File: config.mk
export PLATFORM = sky130hd
export DESIGN_NAME = cia_queue
export DESIGN_NICKNAME = d
export VERILOG_FILES = /design/src/hw/rtl/cia_pkg.sv /design/src/hw/rtl/cia_queue.sv
export SDC_FILE = /design/constraint.sdc
export NUM_CORES = 1
export LEC_CHECK = 0
export BUFFER_PORTS_ARGS = -buffer_cell sky130_fd_sc_hd__buf_2
export CAP_MARGIN = 20
export CORE_MARGIN = 2
export CORE_UTILIZATION = 55
export CTS_CLUSTER_DIAMETER = 150
export DETAILED_ROUTE_END_ITERATION = 10
export GPL_TIMING_DRIVEN = 0
export PLACE_DENSITY_LB_ADDON = 0.08
export SYNTH_ARGS = -nofsm -noshare
export SYNTH_HDL_FRONTEND = slang
export SYNTH_SLANG_ARGS = --single-unit
File: constraint.sdc
create_clock -name clock -period 22 [get_ports clock]
set_input_delay 5.5 -clock clock [delete_from_list [all_inputs] [get_ports clock]]
set_output_delay 5.5 -clock clock [all_outputs]
set_load 0.005 [all_outputs]
File: src/hw/rtl/cia_pkg.sv
package cia_pkg;

   localparam int DataWidthDefault = 64;
   localparam int FieldWidth = 64;
   localparam int QueueDepthDefault = 2;

   typedef enum logic [3:0] {
      ACT_ADD = 4'd0, ACT_SUB = 4'd1, ACT_MUL = 4'd2, ACT_DIV = 4'd3,
      ACT_MOD = 4'd4, ACT_POW = 4'd5, ACT_SHL = 4'd6, ACT_SHR = 4'd7,
      ACT_NOT = 4'd8, ACT_AND = 4'd9, ACT_OR = 4'd10, ACT_XOR = 4'd11,
      ACT_NEG = 4'd12, ACT_RSV13 = 4'd13, ACT_RSV14 = 4'd14, ACT_RSV15 = 4'd15
   } action_type;

   typedef enum logic [2:0] {
      ERR_NONE = 3'd0, ERR_OVF = 3'd1, ERR_DIV0 = 3'd2,
      ERR_NEGEXP = 3'd3, ERR_NEGSHIFT = 3'd4,
      ERR_RSV5 = 3'd5, ERR_RSV6 = 3'd6, ERR_RSV7 = 3'd7
   } error_type;

   typedef struct packed {
      logic [3:0]             action;
      logic signed [FieldWidth-1:0] operand_a;
      logic signed [FieldWidth-1:0] operand_b;
   } req_type;

   typedef struct packed {
      logic signed [FieldWidth-1:0] value;
      logic [2:0]             error_code;
   } rsp_type;

   // Work classes assigned by the front end.
   typedef enum logic [1:0] {
      CLS_DONE = 2'd0,   // result settled in the front end
      CLS_MUL  = 2'd1,
      CLS_DIV  = 2'd2,
      CLS_POW  = 2'd3
   } class_type;

   typedef struct packed {
      class_type              cls;
      logic                   want_rem;
      logic signed [FieldWidth-1:0] a;
      logic signed [FieldWidth-1:0] b;
      logic signed [FieldWidth-1:0] value;
      logic [2:0]             error_code;
   } job_type;

endpackage

File: src/hw/rtl/cia_queue.sv
module cia_queue #(
   parameter int Depth = cia_pkg::QueueDepthDefault
) (
   input  logic             clock,
   input  logic             reset,
   input  logic             push,
   input  cia_pkg::job_type push_data,
   output logic             full,
   input  logic             pop,
   output cia_pkg::job_type pop_data,
   output logic             empty
);
   import cia_pkg::*;

   localparam int AW = (Depth > 1) ? $clog2(Depth) : 1;

   job_type          mem_ff [Depth];
   logic [AW-1:0]    wr_ff, wr_in, rd_ff, rd_in;
   logic [AW:0]      cnt_ff, cnt_in;

   assign full = (cnt_ff == (AW+1)'(Depth));
   assign empty = (cnt_ff == '0);
   assign pop_data = mem_ff[rd_ff];

   // Pointer and fill count update.
   always_comb begin
      wr_in = wr_ff;
      rd_in = rd_ff;
      cnt_in = cnt_ff;
      if (push && !full) begin
         wr_in = (wr_ff == AW'(Depth-1)) ? '0 : wr_ff + 1'b1;
      end
      if (pop && !empty) begin
         rd_in = (rd_ff == AW'(Depth-1)) ? '0 : rd_ff + 1'b1;
      end
      cnt_in = cnt_ff + (AW+1)'(push && !full) - (AW+1)'(pop && !empty);
   end

   always_ff @(posedge clock) begin
      if (reset) begin
         wr_ff <= '0;
         rd_ff <= '0;
         cnt_ff <= '0;
      end else begin
         wr_ff <= wr_in;
         rd_ff <= rd_in;
         cnt_ff <= cnt_in;
      end
   end

   always_ff @(posedge clock) begin
      if (push && !full) mem_ff[wr_ff] <= push_data;
   end

   a_count_bound: assert property (@(posedge clock) disable iff (reset)
      cnt_ff <= (AW+1)'(Depth)) else $error("queue count beyond depth");
   a_no_overflow: assert property (@(posedge clock) disable iff (reset)
      full && !pop |=> full) else $error("full queue lost its entry");
   a_empty_stays: assert property (@(posedge clock) disable iff (reset)
      empty && !push |=> empty) else $error("empty queue gained an entry");

endmodule

# Yosys cells after proc, flatten, opt, wreduce, memory -nomap -nowiden
# Memory sizes are Yosys's and may differ from the RTL's. A register that Yosys moved wholly into a read port is not among the register bits.
# Cells that the tools add are included.
[word_totals] register_bits=4 ram_bits=396 input_bits=202 output_inout_bits=200 word_cells=20 mem_count=1
[classes] addsub=4 eq_ne=1 n_mux=6 n_reduce_logical=5
[memory_table] name="mem_ff" depth=2 word_bits=198 read_ports=1 rd_ports_with_merged_regs=1 write_ports=1 line_no="cia_queue.sv:17" text="job_type mem_ff [Depth];"
[ops] operator="$mux W1" count=6
[ops] operator="$add A1 B1 Y1 const B" count=2
[ops] operator="$add A2 B1 Y2" count=1
[ops] operator="$eq A2 B2 Y1 const B" count=1
[ops] operator="$logic_and A1 B1 Y1" count=2
[ops] operator="$logic_not A1 Y1" count=2
[ops] operator="$logic_not A2 Y1" count=1
[ops] operator="$sub A2 B1 Y2" count=1

# Depth between registers and ports, before layout
# Gate-level depths: netlist of the first run.
[logic_depth] word_depth=5 ltp_mapped=8 mapped_depth_nobuf=8

# Least setup slack after synthesis of the first run
# Ideal clock, no wire load.
[synth_path] path_kind="input -> register" from="input port push" to="memory mem_ff[1][0] in the netlist's numbering (enable)" setup_ps=584 arrival_ps=10074 t_required_ps=21416 setup_slack_ps=11342 path_stages=1 n_path_buf=0 path_cell_list="and3_1"
[synth_via] elab_chain_len=3
[synth_rtl] item="start: declaration" line_no="cia_queue.sv:6" text="input logic push,"
[synth_rtl] item="$logic_and A1 B1 Y1" line_no="cia_queue.sv:52" text="if (push && !full) mem_ff[wr_ff] <= push_data;"
[synth_rtl] item="$mux W1" line_no="cia_queue.sv:52"
[synth_rtl] item="$mux W1 (implied by the code)" line_no="cia_queue.sv:52"
[synth_rtl] item="end: declaration" line_no="cia_queue.sv:17"
# Every way passes these cells.

==> key figures, run 1 <==
Status
  – Status: completed

Global routing
  – Number of global-route vias before repair: 7,583
  – Pin count of the biggest net entering global routing: 114
  – GRT Total Usage: 20.0%
  – First-pass GRT wire length: 42,400 µm
  – GRT overflow: 0
  – Antenna violations before repair: 15

Power
  – Maximum vdd ir drop: 130 µV
  – Leakage: 7.22 nW
  – PD cells: 117 nW/µm²

Place
  – DP HPWL: 20,500 µm
  – DP Worst Slack: 14,390 ps
  – GPL Wtd Cong: 0.750
  – Port Buffer Count: 401

Timing
  – RSZ-0062 raised after global routing: false
  – Setup TNS Final: 0 ps
  – Final critical-path setup slack: 14,590 ps
  – Setup Skew: 19.5 ps
  – Fin crit share: 33.7%
  – Max-slew violations: 0
  – Worst hold margin: 530 ps
  – Min Clock Period, post-route: 7410 ps
  – Final setup violation count: 0
  – Final hold vios: 0
  – Max-slew headroom: 51.2%
  – Worst-Margin Slew: 732 ps
  – Fmax achieved: 135 MHz

Clocking
  – TritonCTS clock tree: yes
  – PostCTS Resize Cnt: 0
  – Clk slew on worst S/H paths: 60 ps
  – Number of buffers created by CTS: 41
  – Longest Clk Path Bufs: 3
  – Root Driver: clkbuf_16
  – TritonCTS Sinks: 401
  – CTS H-tree lvls: 2
  – Cts hold-fix bufs: 0
  – Worst skew pair latency: 520 ps
  – Setup bufs post-CTS: 0

Run
  – Number of maximum-capacitance violations: 0

Synthesis
  – Synthesized net count: 847
  – Sequential share of the synthesized area: 80.3%
  – Synth warn: 0
  – Avg Cell Area, Syn: 23.2 µm²
  – Mapped Cells: 643
  – Synth Register Bits: 401
  – Number of library cell types mapped by synthesis: 21
  – Synth area leaders: edfxtp_1 (80%), mux2_4 (10%), mux2_2 (7.3%), buf_6 (1.1%), dfxtp_1 (0.67%)
  – Top-area cell type share of the netlist area: 79.6%
  – Cell area after synthesis: 14,900 µm²
  – Synth area leader: edfxtp_1

Route
  – DR vias/cell: 5.15
  – Residual DRC count: 0
  – WL per Instance: 20.2 µm
  – Drt total wl: 29,600 µm
  – Post-DRT Antenna Nets: 0
  – First DRT Iteration DRCs: 355
  – Vias: 7,518
  – TritonRoute pass-1 iters: 6

Cells and area
  – Nets: 1,295
  – Synth-to-Final Area Change: 25.1%
  – Multi-input logic area: 2730 µm²
  – Filler cells: 1,807
  – Layout cells sized above 1: 60.9%
  – Total area of sequential cells: 12,000 µm²

Worst setup path
  – R2r startpoint: cnt_ff[0]
  – Critical Path Start Type: flip-flop
  – CP arrival: 1910 ps
  – Crit-path max FO: 10
  – Worst Path Required: 16,500 ps
  – Nature of the critical path endpoint: primary output
  – Setup CP Type: reg -> out

Floorplanning
  – Top Ports: 402
  – Die height: 169 µm
  – Initial Util: 55.7%
  – Core Region: 26,800 µm²
  – Die X: 169 µm
  – # rows: 60
  – Full die area: 28,500 µm²

Min path
  – Worst Hold Class: reg -> reg
  – HP Start: rd_ff
critical path, stage by stage (launching register included):
cell,delay [ps]
dfxtp_1,330
buf_6,150
buf_6,210
buf_6,220
mux2_4,310
buf_2,160
kinds of logic after synthesis:
kind of cell / count (synthesis) / share of synthesized area [%]
xor+xnor: 2 / 0.117
buf+inv: 26 / 1.47
mux: 198 / 17.5
compound gates: 3 / 0.117
flops: 401 / 80.3
simple gates: 11 / 0.369
fa+ha+maj: 2 / 0.168
stage by stage:
stage / util (%) / total power, mW / std cells / cell area (µm²)
2_1_floorplan: - / 1.38 / 643 / 14900
3_3_place_gp: 64.8 / 1.62 / 1385 / 17400
3_5_place_dp: 65.3 / 1.60 / 1389 / 17500
4_1_cts: 69.6 / 2.22 / 1452 / 18700
5_1_grt: 69.7 / 2.29 / 1457 / 18700
6_report: 69.7 / 2.19 / 1461 / 18700
per-layer routing:
metal  global-route usage [%]  up-vias  wire length, µm
li1                         -     3472                -
met1                     21.8     3671            10500
met2                     35.0      291            15200
met3                     8.42       68             3010
met4                     7.50       16              772
met5                        0        -               82
cells in the mapped netlist:
cell type    n
ha_1         2
a21oi_1      1
mux2_2      97
and3_1       1
mux2_4     101
nor2b_1      1
nor3_1       1
xor2_1       1
and2_1       1
buf_6       15
dfxtp_1      5
or3_1        1
inv_1        4
xnor2_1      1
nor2_1       4
edfxtp_1   396
o21a_1       1
o21ai_0      1
nand2b_1     1
nand2_1      1
buf_2        7
flip-flops by register name (all words and copies together), names as in the netlist, named ones only:
name    cells
cnt_ff      2
wr_ff       1
mem_ff    396
rd_ff       1
power by group:
part / internal (mW) / switching, mW
combinational: 0.302 / 0.273
clock: 0.361 / 0.258
sequential: 0.973 / 0.0240
total: 1.64 / 0.555
final timing paths:
path | endpoint | slack (ps) | cells after the start
worst min register to register | rd_ff | 530 | 2
worst max register to register | mem_ff[0][105] | 19500 | 5
worst max-delay path | pop_data[89] | 14590 | 5
worst min-delay path | rd_ff | 530 | 2
placed cells by master, fill, tap and decap left out, types with 2 or more instances in the layout:
master	count
bufinv_16	2
dfxtp_1	5
buf_2	408
buf_16	4
clkbuf_1	8
nor2_1	4
clkinv_1	5
buf_6	15
ha_1	2
mux2_2	97
clkinv_2	6
mux2_4	101
clkbuf_16	41
diode_2	9
edfxtp_1	396
inv_1	3
cell type report:
| cell class | instances | share of cell area (%) |
|---|---|---|
| antenna | 9 | 0.121 |
| buffer | 22 | 1.09 |
| clock buffer | 49 | 5.65 |
| clock inverter | 14 | 0.623 |
| inverter | 4 | 0.121 |
| multi-input combinational | 216 | 14.6 |
| sequential | 401 | 64.2 |
| tap | 341 | 2.28 |
| timing repair buffer | 405 | 11.3 |
Power figures use the tool's default switching activity.
==> run 2: changes to the inputs <==
Settings changed: CORE_UTILIZATION 55 to 47.
Clock period 22 ns to 6.6 ns, I/O delays scaled along.
==> key figures, run 2 (synthesis gave the netlist of run 1 again) <==
Status
  – Status: completed

Cells and area
  – Fin cells: 1,532 (+4.9%)
  – Largest Register: mem_ff
  – Synth-to-Final Area Change: 26.3%
  – Post-layout instance area: 18,900 µm² (+0.92%)
  – Final core utilization: 60.1% (-9.7 points)
  – Nets: 1,297 (+0.15%)
  – Max reg flops: 396 (unchanged)
  – Most common cell after layout, fill and taps aside: buf_2
  – Filler cells: 2,416 (+34%)
  – Top flop regs: mem_ff (396), cnt_ff (2)
  – Commonest cells after routing, fill and taps aside: buf_2 (408), edfxtp_1 (396), mux2_4 (101)
  – Layout cells sized above 1: 60.6% (-0.37 points)

Timing
  – Final critical-path setup slack: 3060 ps (-11,530 ps)
  – Fin crit share: 53.7%
  – RSZ-0062 raised after global routing: false
  – Min Clock Period, post-route: 3540 ps
  – Final hold vios: 0 (unchanged)
  – Fmax achieved: 282 MHz
  – Worst-Margin Slew: 914 ps (+182 ps)
  – Max-slew headroom: 39.1% (-12 points)
  – Max-slew violations: 0 (unchanged)
  – Setup Skew: 18.2 ps (-1.31 ps)
  – Final setup violation count: 0 (unchanged)

Clocking
  – Setup bufs post-CTS: 0 (unchanged)
  – TritonCTS clock tree: yes
  – PostCTS Resize Cnt: 0 (unchanged)
  – Number of buffers created by CTS: 43 (+4.9%)
  – Cts hold-fix bufs: 0 (unchanged)
  – CTS H-tree lvls: 2 (unchanged)
  – TritonCTS Sinks: 401 (unchanged)
  – Worst skew pair latency: 520 ps (about the same)
  – Clk slew on worst S/H paths: 60 ps (about the same)
  – Root Driver: clkbuf_16
  – Longest Clk Path Bufs: 3 (unchanged)

Route
  – Residual DRC count: 0 (unchanged)
  – DR vias/cell: 4.91 (-4.6%)
  – First DRT Iteration DRCs: 301 (-15%)
  – TritonRoute pass-1 iters: 4 (-2)
  – Post-DRT Antenna Nets: 0 (unchanged)
  – Drt total wl: 29,900 µm (+1.2%)
  – WL per Instance: 19.5 µm (-3.5%)
  – Vias: 7,524 (+0.080%)

Worst setup path
  – CP arrival: 1890 ps (-20 ps)
  – Worst Path Required: 4950 ps (-11,550 ps)
  – Critical Path Start Type: flip-flop
  – Setup CP Type: reg -> out
  – Crit-path max FO: 10 (unchanged)
  – Nature of the critical path endpoint: primary output

Place
  – Post-placement cell area: 17,600 µm² (+0.44%)
  – Port Buffer Count: 401 (unchanged)
  – DP Worst Slack: 2780 ps (-11,610 ps)
  – Inst Count DP: 1,450 (+4.4%)
  – DP HPWL: 20,500 µm (-0.23%)
  – GPL Wtd Cong: 0.722 (-3.8%)

Floorplanning
  – Full die area: 33,200 µm² (+17%)
  – Die height: 182 µm (+8.0%)
  – Die X: 182 µm (+8.0%)
  – Core Region: 31,400 µm² (+17%)
  – Top Ports: 402 (unchanged)
  – # rows: 65 (+8.3%)
  – Initial Util: 47.6% (-8.2 points)

Min path
  – Worst Hold Class: reg -> reg

Global routing
  – GRT overflow: 0 (unchanged)
  – Antenna violations before repair: 11 (-4)
  – Number of global-route vias before repair: 7,849 (+3.5%)
  – Pin count of the biggest net entering global routing: 108 (-5.3%)
  – GRT Total Usage: 17.5% (-2.5 points)
  – First-pass GRT wire length: 44,200 µm (+4.4%)

Power
  – Maximum vdd ir drop: 246 µV (+89%)
  – PD cells: 392 nW/µm² (+230%)
  – Leakage: 7.27 nW (+0.59%)

Run
  – Number of maximum-capacitance violations: 0 (unchanged)
==> run 2: final timing paths <==
| check | end | slack, ps | start | cells after the start |
|---|---|---|---|---|
| worst max-delay path | pop_data[91] | 3060 | flip-flop | 5 |
| worst min-delay path | wr_ff | 510 | wr_ff | 2 |
| worst max register to register | mem_ff[0][145] | 4070 | cnt_ff[0] | 5 |
| worst min register to register | wr_ff | 510 | wr_ff | 2 |
==> run 2: power by group <==
part | leakage (nW) | internal [mW] | switching [mW]
Sequential | 3.74 | 3.24 | 0.0779
Combinational | 2.91 | 1.01 | 0.902
Clock | 0.617 | 1.27 | 0.897
Total | 7.27 | 5.52 | 1.88
==> run 2: through the flow <==
| step | TNS, ps | hold WS [ps] | power (mW) |
|---|---|---|---|
| detailed placement | 0 | 500 | 5.33 |
| global route | 0 | 542 | 7.75 |
| finish | 0 | 508 | 7.40 |
| floorplan | 0 | 451 | 4.57 |
| global placement | -477900 | 473 | 5.39 |
| CTS | 0 | 507 | 7.52 |
==> run 2: per-layer routing <==
metal	global-route usage (%)	vias up	routed length [µm]
li1	-	3480	-
met5	0	-	30
met1	19.5	3686	11200
met4	6.39	4	802
met2	29.9	300	14900
met3	7.82	54	2990
==> run 2: area by class of cell <==
type                    count  area, µm²  share of cell area [%]
clock buffers              56       1170                    6.19
plain buffers              22        204                    1.08
inverters                   4       22.5                   0.119
repair buffers            405       2120                    11.2
diodes                      9       22.5                   0.119
flip-flops and latches    401      12000                    63.6
clock inverters            17        100                   0.531
well taps                 402        503                    2.67
multi-input cells         216       2730                    14.5
==> run 2: worst max-delay path, stage by stage, from the launching register on <==
cell and delay [ps]:
dfxtp_1 330, buf_6 140, buf_6 220, buf_6 210, mux2_4 310, buf_2 150
