## config.mk

```make
export PLATFORM = sky130hd
export DESIGN_NAME = cia_back
export DESIGN_NICKNAME = d
export VERILOG_FILES = /design/src/hw/rtl/cia_pkg.sv /design/src/hw/rtl/cia_back.sv
export SDC_FILE = /design/constraint.sdc
export NUM_CORES = 2
export LEC_CHECK = 0
export BUFFER_PORTS_ARGS = -buffer_cell sky130_fd_sc_hd__clkbuf_2
export CORE_ASPECT_RATIO = 1.4
export CORE_MARGIN = 2
export CORE_UTILIZATION = 45
export CTS_CLUSTER_SIZE = 8
export DETAILED_ROUTE_END_ITERATION = 6
export PLACE_DENSITY_LB_ADDON = 0.2
export SLEW_MARGIN = 15
export SYNTH_ARGS = -nofsm -noshare
export SYNTH_HDL_FRONTEND = slang
export SYNTH_SLANG_ARGS = --single-unit
```

## constraint.sdc

```tcl
create_clock -name clock -period 19.7 [get_ports clock]
set_input_delay 0.985 -clock clock [delete_from_list [all_inputs] [get_ports clock]]
set_output_delay 0.985 -clock clock [all_outputs]
set_load 0.02 [all_outputs]
```

## src/hw/rtl/cia_pkg.sv

```systemverilog
package cia_pkg;

   localparam int DataWidthDefault = 64;
   localparam int FieldWidth = 64;
   localparam int QueueDepthDefault = 2;

   typedef enum logic [3:0] {
      ACT_ADD = 4'd0, ACT_SUB = 4'd1, ACT_MUL = 4'd2, ACT_DIV = 4'd3,
      ACT_MOD = 4'd4, ACT_POW = 4'd5, ACT_SHL = 4'd6, ACT_SHR = 4'd7,
      ACT_NOT = 4'd8, ACT_AND = 4'd9, ACT_OR = 4'd10, ACT_XOR = 4'd11,
      ACT_NEG = 4'd12, ACT_RSV13 = 4'd13, ACT_RSV14 = 4'd14, ACT_RSV15 = 4'd15
   } action_type;

   typedef enum logic [2:0] {
      ERR_NONE = 3'd0, ERR_OVF = 3'd1, ERR_DIV0 = 3'd2,
      ERR_NEGEXP = 3'd3, ERR_NEGSHIFT = 3'd4,
      ERR_RSV5 = 3'd5, ERR_RSV6 = 3'd6, ERR_RSV7 = 3'd7
   } error_type;

   typedef struct packed {
      logic [3:0]             action;
      logic signed [FieldWidth-1:0] operand_a;
      logic signed [FieldWidth-1:0] operand_b;
   } req_type;

   typedef struct packed {
      logic signed [FieldWidth-1:0] value;
      logic [2:0]             error_code;
   } rsp_type;

   // Work classes assigned by the front end.
   typedef enum logic [1:0] {
      CLS_DONE = 2'd0,   // result settled in the front end
      CLS_MUL  = 2'd1,
      CLS_DIV  = 2'd2,
      CLS_POW  = 2'd3
   } class_type;

   typedef struct packed {
      class_type              cls;
      logic                   want_rem;
      logic signed [FieldWidth-1:0] a;
      logic signed [FieldWidth-1:0] b;
      logic signed [FieldWidth-1:0] value;
      logic [2:0]             error_code;
   } job_type;

endpackage

```

## src/hw/rtl/cia_back.sv

```systemverilog
module cia_back #(
   parameter int DataWidth = cia_pkg::DataWidthDefault
) (
   input  logic             clock,
   input  logic             reset,
   input  logic             job_valid,
   input  cia_pkg::job_type job,
   output logic             job_ready,
   output logic             rsp_valid,
   input  logic             rsp_ready,
   output cia_pkg::rsp_type rsp_data
);
   import cia_pkg::*;

   localparam int W = DataWidth;
   localparam int CW = $clog2(W + 1);
   localparam int HW = (W + 1) / 2;

   typedef enum logic [2:0] {
      ST_IDLE, ST_MUL, ST_MFIN, ST_DIV, ST_POW, ST_OUT
   } state_type;

   // Magnitude multiply of W x W by halves, one partial product a cycle.
   state_type         state_ff, state_in;
   logic [W-1:0]      ma_ff, ma_in;      // multiplicand / divisor magnitude
   logic [W-1:0]      mb_ff, mb_in;      // multiplier magnitude
   logic [2*W-1:0]    acc_ff, acc_in;    // product or remainder:quotient
   logic [CW-1:0]     cnt_ff, cnt_in;
   logic [1:0]        ph_ff, ph_in;
   logic              neg_ff, neg_in;
   logic              rem_ff, rem_in;
   logic              dneg_ff, dneg_in;
   logic [W-1:0]      pbase_ff, pbase_in;
   logic              pow_ff, pow_in;
   rsp_type           out_ff, out_in;

   logic [W-1:0]      ja, jb, abs_a, abs_b;
   logic [HW-1:0]     x_part, y_part;
   logic [2*HW-1:0]   pp;
   logic [2*W-1:0]    pp_sh;
   logic [W:0]        trial;
   logic [W-1:0]      lo, hi, limit, mres;
   logic              movf;

   assign ja = job.a[W-1:0];
   assign jb = job.b[W-1:0];
   assign abs_a = ja[W-1] ? -ja : ja;
   assign abs_b = jb[W-1] ? -jb : jb;

   // One half-by-half partial product, selected by phase.
   assign x_part = ph_ff[0] ? HW'(ma_ff >> HW) : HW'(ma_ff);
   assign y_part = ph_ff[1] ? HW'(mb_ff >> HW) : HW'(mb_ff);
   assign pp = x_part * y_part;
   assign pp_sh = (2*W)'(pp) << (HW * (32'(ph_ff[0]) + 32'(ph_ff[1])));

   // Overflow check on the finished magnitude product.
   assign lo = acc_ff[W-1:0];
   assign hi = acc_ff[2*W-1:W];
   assign limit = neg_ff ? {1'b1, {(W-1){1'b0}}} : {1'b0, {(W-1){1'b1}}};
   assign movf = (hi != '0) || (lo > limit);
   assign mres = neg_ff ? -lo : lo;

   // Restoring division step: acc holds remainder high, dividend low.
   assign trial = acc_ff[2*W-1:W-1] - {1'b0, ma_ff};

   assign job_ready = (state_ff == ST_IDLE) ||
                      (state_ff == ST_OUT && rsp_ready);
   assign rsp_valid = (state_ff == ST_OUT);
   assign rsp_data = out_ff;

   always_comb begin
      state_in = state_ff;
      ma_in = ma_ff; mb_in = mb_ff; acc_in = acc_ff; cnt_in = cnt_ff;
      ph_in = ph_ff; neg_in = neg_ff; rem_in = rem_ff; dneg_in = dneg_ff;
      pbase_in = pbase_ff; pow_in = pow_ff;
      out_in = out_ff;
      case (state_ff)
         ST_MUL: begin
            acc_in = acc_ff + pp_sh;
            ph_in = ph_ff + 2'd1;
            if (ph_ff == 2'd3) state_in = pow_ff ? ST_POW : ST_MFIN;
         end
         ST_MFIN: begin
            // acc holds the finished product.
            out_in.value = FieldWidth'(signed'(movf ? '0 : mres));
            out_in.error_code = movf ? ERR_OVF : ERR_NONE;
            state_in = ST_OUT;
         end
         ST_POW: begin
            // acc holds the product of the last multiply.
            if (movf) begin
               out_in.value = '0;
               out_in.error_code = ERR_OVF;
               state_in = ST_OUT;
            end else begin
               if (cnt_ff == CW'(1)) begin
                  out_in.value = FieldWidth'(signed'(mres));
                  out_in.error_code = ERR_NONE;
                  state_in = ST_OUT;
               end else begin
                  cnt_in = cnt_ff - 1'b1;
                  ma_in = mres[W-1] ? -mres : mres;
                  neg_in = mres[W-1] ^ pbase_ff[W-1];
                  acc_in = '0;
                  ph_in = '0;
                  state_in = ST_MUL;
               end
            end
         end
         ST_DIV: begin
            if (!trial[W]) acc_in = {trial[W-1:0], acc_ff[W-2:0], 1'b1};
            else acc_in = {acc_ff[2*W-2:0], 1'b0};
            cnt_in = cnt_ff - 1'b1;
            if (cnt_ff == CW'(1)) state_in = ST_OUT;
         end
         default: ;
      endcase

      // Result formatting at the end of division.
      if (state_ff == ST_DIV && cnt_ff == CW'(1)) begin
         if (!rem_ff) begin
            out_in.value = FieldWidth'(signed'(neg_ff ? -acc_in[W-1:0]
                                                      : acc_in[W-1:0]));
         end else begin
            out_in.value = FieldWidth'(signed'(dneg_ff ? -acc_in[2*W-1:W]
                                                       : acc_in[2*W-1:W]));
         end
         out_in.error_code = ERR_NONE;
      end

      if (job_ready) begin
         if (job_valid) begin
            pow_in = 1'b0;
            rem_in = job.want_rem;
            dneg_in = ja[W-1];
            acc_in = '0;
            ph_in = '0;
            case (job.cls)
               CLS_MUL: begin
                  ma_in = abs_a; mb_in = abs_b;
                  neg_in = ja[W-1] ^ jb[W-1];
                  state_in = ST_MUL;
               end
               CLS_POW: begin
                  // acc starts from base * 1 via the multiplier.
                  ma_in = '0; ma_in[0] = 1'b1;
                  mb_in = abs_a;
                  neg_in = ja[W-1];
                  pbase_in = ja;
                  cnt_in = CW'(jb);
                  pow_in = 1'b1;
                  state_in = ST_MUL;
               end
               CLS_DIV: begin
                  ma_in = abs_b;
                  acc_in = {{W{1'b0}}, abs_a};
                  neg_in = ja[W-1] ^ jb[W-1];
                  cnt_in = CW'(W);
                  state_in = ST_DIV;
               end
               default: begin
                  out_in.value = job.value;
                  out_in.error_code = job.error_code;
                  state_in = ST_OUT;
               end
            endcase
         end else begin
            state_in = ST_IDLE;
         end
      end
   end

   always_ff @(posedge clock) begin
      if (reset) begin
         state_ff <= ST_IDLE;
      end else begin
         state_ff <= state_in;
      end
      ma_ff <= ma_in; mb_ff <= mb_in; acc_ff <= acc_in; cnt_ff <= cnt_in;
      ph_ff <= ph_in; neg_ff <= neg_in; rem_ff <= rem_in; dneg_ff <= dneg_in;
      pbase_ff <= pbase_in; pow_ff <= pow_in;
      out_ff <= out_in;
   end

   a_rsp_hold: assert property (@(posedge clock) disable iff (reset)
      rsp_valid && !rsp_ready |=> rsp_valid && $stable(rsp_data))
      else $error("result changed while stalled");
   a_ready_out: assert property (@(posedge clock) disable iff (reset)
      state_ff == ST_DIV |-> !job_ready) else $error("ready during divide");
   a_err_zero: assert property (@(posedge clock) disable iff (reset)
      rsp_valid && out_ff.error_code != ERR_NONE |-> out_ff.value == '0)
      else $error("error result not zero");

endmodule

```

* Yosys cells after proc, flatten, opt, wreduce, memory -nomap -nowiden
Index checks and enable logic that the tools add are counted.
** Operators by class
- Add/sub/neg operators :: 11
- Shifts and indexed selects :: 1
- Multiplexer cells :: 60
- Bitwise gates (word level) :: 2
- Equality and inequality tests :: 12
- $mul :: 1
- $lt $le $gt $ge :: 1
- Reductions and logical operators :: 15
** Operator list (count)
- 64-bit 2-to-1 mux :: 15
- 128-bit 2-to-1 mux :: 5
- 67-bit 2-to-1 mux :: 6
- 64-bit negation :: 6
- 128-bit one-hot mux with 3 select lines :: 1
- 64-bit one-hot mux with 3 select lines :: 1
- 67-bit one-hot mux with 2 select lines :: 1
- 128-bit adder :: 1
- 64-bit one-hot mux with 2 select lines :: 1
- 64-bit by 7-bit << shifter with 128-bit output :: 1
- 65-bit by 64-bit subtractor with 65-bit output :: 1
- 64-bit > comparator :: 1
- 32-bit by 32-bit multiplier with 64-bit output :: 1
- 32-bit 2-to-1 mux :: 2
- 64-bit nonzero test :: 1
- 7-bit 2-to-1 mux :: 4
- 7-bit one-hot mux with 2 select lines :: 2
- 3-bit 2-to-1 mux :: 7
- 3-bit one-hot mux with 4 select lines :: 1
- 3-bit AND reduction :: 3
- 2-bit 2-to-1 mux :: 4
- 7-bit by 1-bit == test with 1-bit output, second input constant :: 1
- 1-bit 2-to-1 mux :: 7
- 7-bit by 1-bit subtractor with 7-bit output, second input constant :: 1
- 20 further kinds :: 29
** Storage, ports and cells
- Bits of input ports :: 202
- Output and inout port bits :: 69
- Bits in registers :: 403

* Longest topological paths before layout
- Depth in word-level cells :: 12
- Depth in mapped cells :: 59

* Worst setup path before layout
OpenSTA, ideal clock, no wires.
- Path type :: register -> register
- Start :: register ph_ff[1]
- End :: register out_ff (netlist bit rsp_data[57])
- Setup time :: 87 ps
- Clock period less this slack :: 13670 ps
- Cell stages (with the launch flop) :: 56
- Path slack :: 6030 ps
- Data arrival time :: 13583 ps
- Cells stage by stage :: dfxtp_1 > clkbuf_1 > clkbuf_1 > mux2i_1 > clkbuf_1 > nor2_1 > fa_1 > fa_1 > fa_1 > inv_1 > fa_1 > inv_1 > fa_1 > inv_1 > fa_1 > inv_1 > fa_1 > inv_1 > [... 20 more ...] > o21ai_0 > a21boi_0 > o21ai_0 > a221oi_1 > nand2_1 > xor2_1 > a221oi_2 > ha_1 > o2111ai_1 > nor4_2 > nand3_1 > or2_1 > buf_2 > or2_1 > buf_2 > o31ai_2 > xnor2_1 > a221oi_2
** RTL lines
- start: declaration :: line cia_back.sv:29 : logic [1:0] ph_ff, ph_in;
- start signal: assignment :: line cia_back.sv:180 : ph_ff <= ph_in; neg_ff <= neg_in; rem_ff <= rem_in; dneg_ff <= dneg_in;
- end signal: assignment :: line cia_back.sv:182 : out_ff <= out_in;
- end: declaration :: line cia_back.sv:35 : rsp_type out_ff, out_in;

==> impl_metrics.json <==
{
  "netlist_instances": 9776,
  "drt_iter0_markers": 10400,
  "dp.cells": 11800,
  "cp_max_fo": 66,
  "synth_nets": 11400,
  "r2r_cells": 51,
  "synthArstFlopShare_pct": 0,
  "wl_per_cell_um": 35.4,
  "synth_flop_cell": "dfxtp_1",
  "cts_resized": 0,
  "final.setup.tns_ns": 0,
  "yosysUniqueCellTypes": 108,
  "top_layer": "met5",
  "die_area_um2": 169000,
  "reg2reg_setup_slack_ns": 1.66,
  "hpwlAfterDp_um": 346000,
  "crit_type": "reg2reg",
  "min-delay-path-class": "in2reg",
  "required_ns": 20.29,
  "fin_cells": 11900,
  "start_util_pct": 45.4,
  "grt_pass1_wl_um": 588000,
  "drc": 4,
  "numCtsBuffers": 50,
  "drt.antenna.violating_nets": 0,
  "die_w_um": 348,
  "fmax_mhz": 55.4,
  "wl_met2_um": 180000,
  "drive_gt1_share_pct": 8.22,
  "finalSetupViolations": 0,
  "rsz0062_at_grt": "no",
  "finalWirelength_um": 422000,
  "wl_met3_um": 47300,
  "layout.nets": 11400,
  "crit_path_end_kind": "register",
  "crit_end": "rsp_data[52]",
  "port_buffers": 270,
  "status": "finished, violations left",
  "crit_path_start": "ph_ff[0]",
  "boundaryPins": 271,
  "critPathLaunchType": "register",
  "coreArea_um2": 164000,
  "antenna_found_initial": 23,
  "arrival_ns": 18.62,
  "failed_checks": "DRC",
  "wl_met1_um": 144000,
  "skew_ns": 0.0898,
  "grt_overflow": 0,
  "place_congestion": 1.11,
  "clk_pin_slew_ns": 0.06,
  "synth_area_per_cell_um2": 7.64,
  "finalMaxSlewViolations": 0,
  "yosysSeqAreaShare_pct": 10.0,
  "grt_pass1_vias": 78100,
  "cts_tree": "built",
  "slew_headroom_pct": 4.25,
  "synth-edff-count": 68,
  "final_hold_viol_count": 0,
  "worstReg2RegStart": "ph_ff[0]",
  "track_usage_pct": 49.0,
  "synthToLayoutAreaGrowth_pct": 7.58,
  "die_height_um": 486,
  "row_count": 176,
  "cpPeakStageDelay_ns": 0.94,
  "grt_max_degree": 98,
  "num_vias": 79400,
  "first_pass_iters": 7,
  "synth-seq-cells": 340,
  "post-cts-setup-buffers": 0,
  "clkSinkCount": 340,
  "holdBufCountCts": 0,
  "yosys_warnings": 0,
  "pre_cts_ws_ns": 2.30,
  "final_cell_area_um2": 80300,
  "max_cap_viol_count": 0,
  "timing.final.ws_setup_ns": 1.66,
  "crit_top_cell": "fa_1",
  "place_area_um2": 78800,
  "finalCritPeriodShare_pct": 91.6,
  "fin_crit_ns": 18.04,
  "cp_slowest_cell": "nor4_1",
  "clock_path_buffers": 3,
  "tightest_slew_ns": 1.42,
  "cts_root_buf": "clkbuf_16",
  "r2r-end": "rsp_data[52]",
  "synthesis.area_um2": 74700,
  "viasPerCell": 6.65,
  "clock_latency_ns": 0.71,
  "h-tree-depth": 2
}
==> layout by cell type (no fill, tap or decap), types with 88 or more instances in the layout <==
| master | count |
|---|---|
| a21o_1 | 136 |
| ha_1 | 530 |
| xnor2_1 | 307 |
| a21oi_1 | 671 |
| o31ai_1 | 109 |
| nor2_1 | 1179 |
| fa_1 | 898 |
| buf_4 | 235 |
| nand4_1 | 149 |
| dfxtp_1 | 268 |
| xor2_1 | 216 |
| nand3_1 | 167 |
| nand2_1 | 1129 |
| o21ai_0 | 566 |
| nor3_1 | 100 |
| o21a_1 | 88 |
| clkbuf_2 | 270 |
| o22ai_1 | 98 |
| inv_1 | 1060 |
==> metrics by stage <==
step	utilization, %	hold WS (ns)
after floorplan	-	0.449
after global placement	47.9	0.448
after detailed placement	47.9	0.462
after CTS	48.8	0.449
after global routing	48.8	0.472
final	48.8	0.457
==> synth_stat cells (all sizes together), types with 116 or more instances <==
cell / number / share of area [%]
a21o: 136 / 1.4
a21oi: 672 / 4.5
clkbuf: 501 / 2.5
dfxtp: 272 / 7.3
fa: 898 / 24
ha: 532 / 8.9
inv: 1062 / 5.3
nand2: 1134 / 5.7
nand3: 167 / 1.1
nand4: 150 / 1.3
nor2: 1189 / 6.0
o21ai: 613 / 4.1
o31ai: 116 / 1.2
xnor2: 319 / 3.7
xor2: 222 / 2.6
==> state kept, by name, indices dropped and copies added (netlist names) <==
signal    count
neg_ff        1
ma_ff        64
dneg_ff       1
mb_ff        64
state_ff      3
rem_ff        1
cnt_ff        7
pbase_ff      1
pow_ff        1
rsp_data     67
ph_ff         2
acc_ff      128
==> cell type report <==
class	count	area [um^2]
inverters	1066	4000
multi-input cells	7798	61500
well taps	2136	2670
flip-flops and latches	340	7500
clock inverters	6	120
clock buffers	70	1360
diodes	20	50.0
repair buffers	505	3120
fillers	16500	84200
==> worst min-delay path by stage <==
stage                start     endpoint  slack [ns]  cells past startpoint
3_5_place_dp   rsp_data[1]  rsp_data[1]        0.46                      2
5_1_grt           job[195]       rem_ff        0.47                      1
6_report          job[195]       rem_ff        0.46                      1
2_1_floorplan    ma_ff[30]    ma_ff[30]        0.45                      2
3_3_place_gp   rsp_data[1]  rsp_data[1]        0.45                      2
4_1_cts           job[195]       rem_ff        0.45                      1
==> critical path: cells and delay by family (launching register included) <==
family / cells / cell delay [ns]
mux: 2 / 0.59
compound gates: 14 / 5.24
xor+xnor: 2 / 0.40
flops: 1 / 0.57
fa+ha+maj: 10 / 4.76
buf+inv: 9 / 1.44
simple gates: 14 / 4.87
==> kinds of logic after synthesis <==
| family | Yosys count | share of synthesized area [%] |
|---|---|---|
| compound gates | 2425 | 20.9 |
| xor+xnor | 541 | 6.35 |
| fa+ha+maj | 1430 | 33.0 |
| buf+inv | 1638 | 8.34 |
| flops | 340 | 10.0 |
| mux | 128 | 1.79 |
| simple gates | 3274 | 19.6 |
==> routing by layer <==
metal,vias up,global-route usage [%]
li1,33300,-
met1,38900,55.2
met2,5535,74.6
met3,1629,13.4
met4,6,46.5
met5,-,0.115
Power is left out: the tool's default activity adds up to more than one toggle a clock period on the data nets, which glitch-free logic cannot reach.
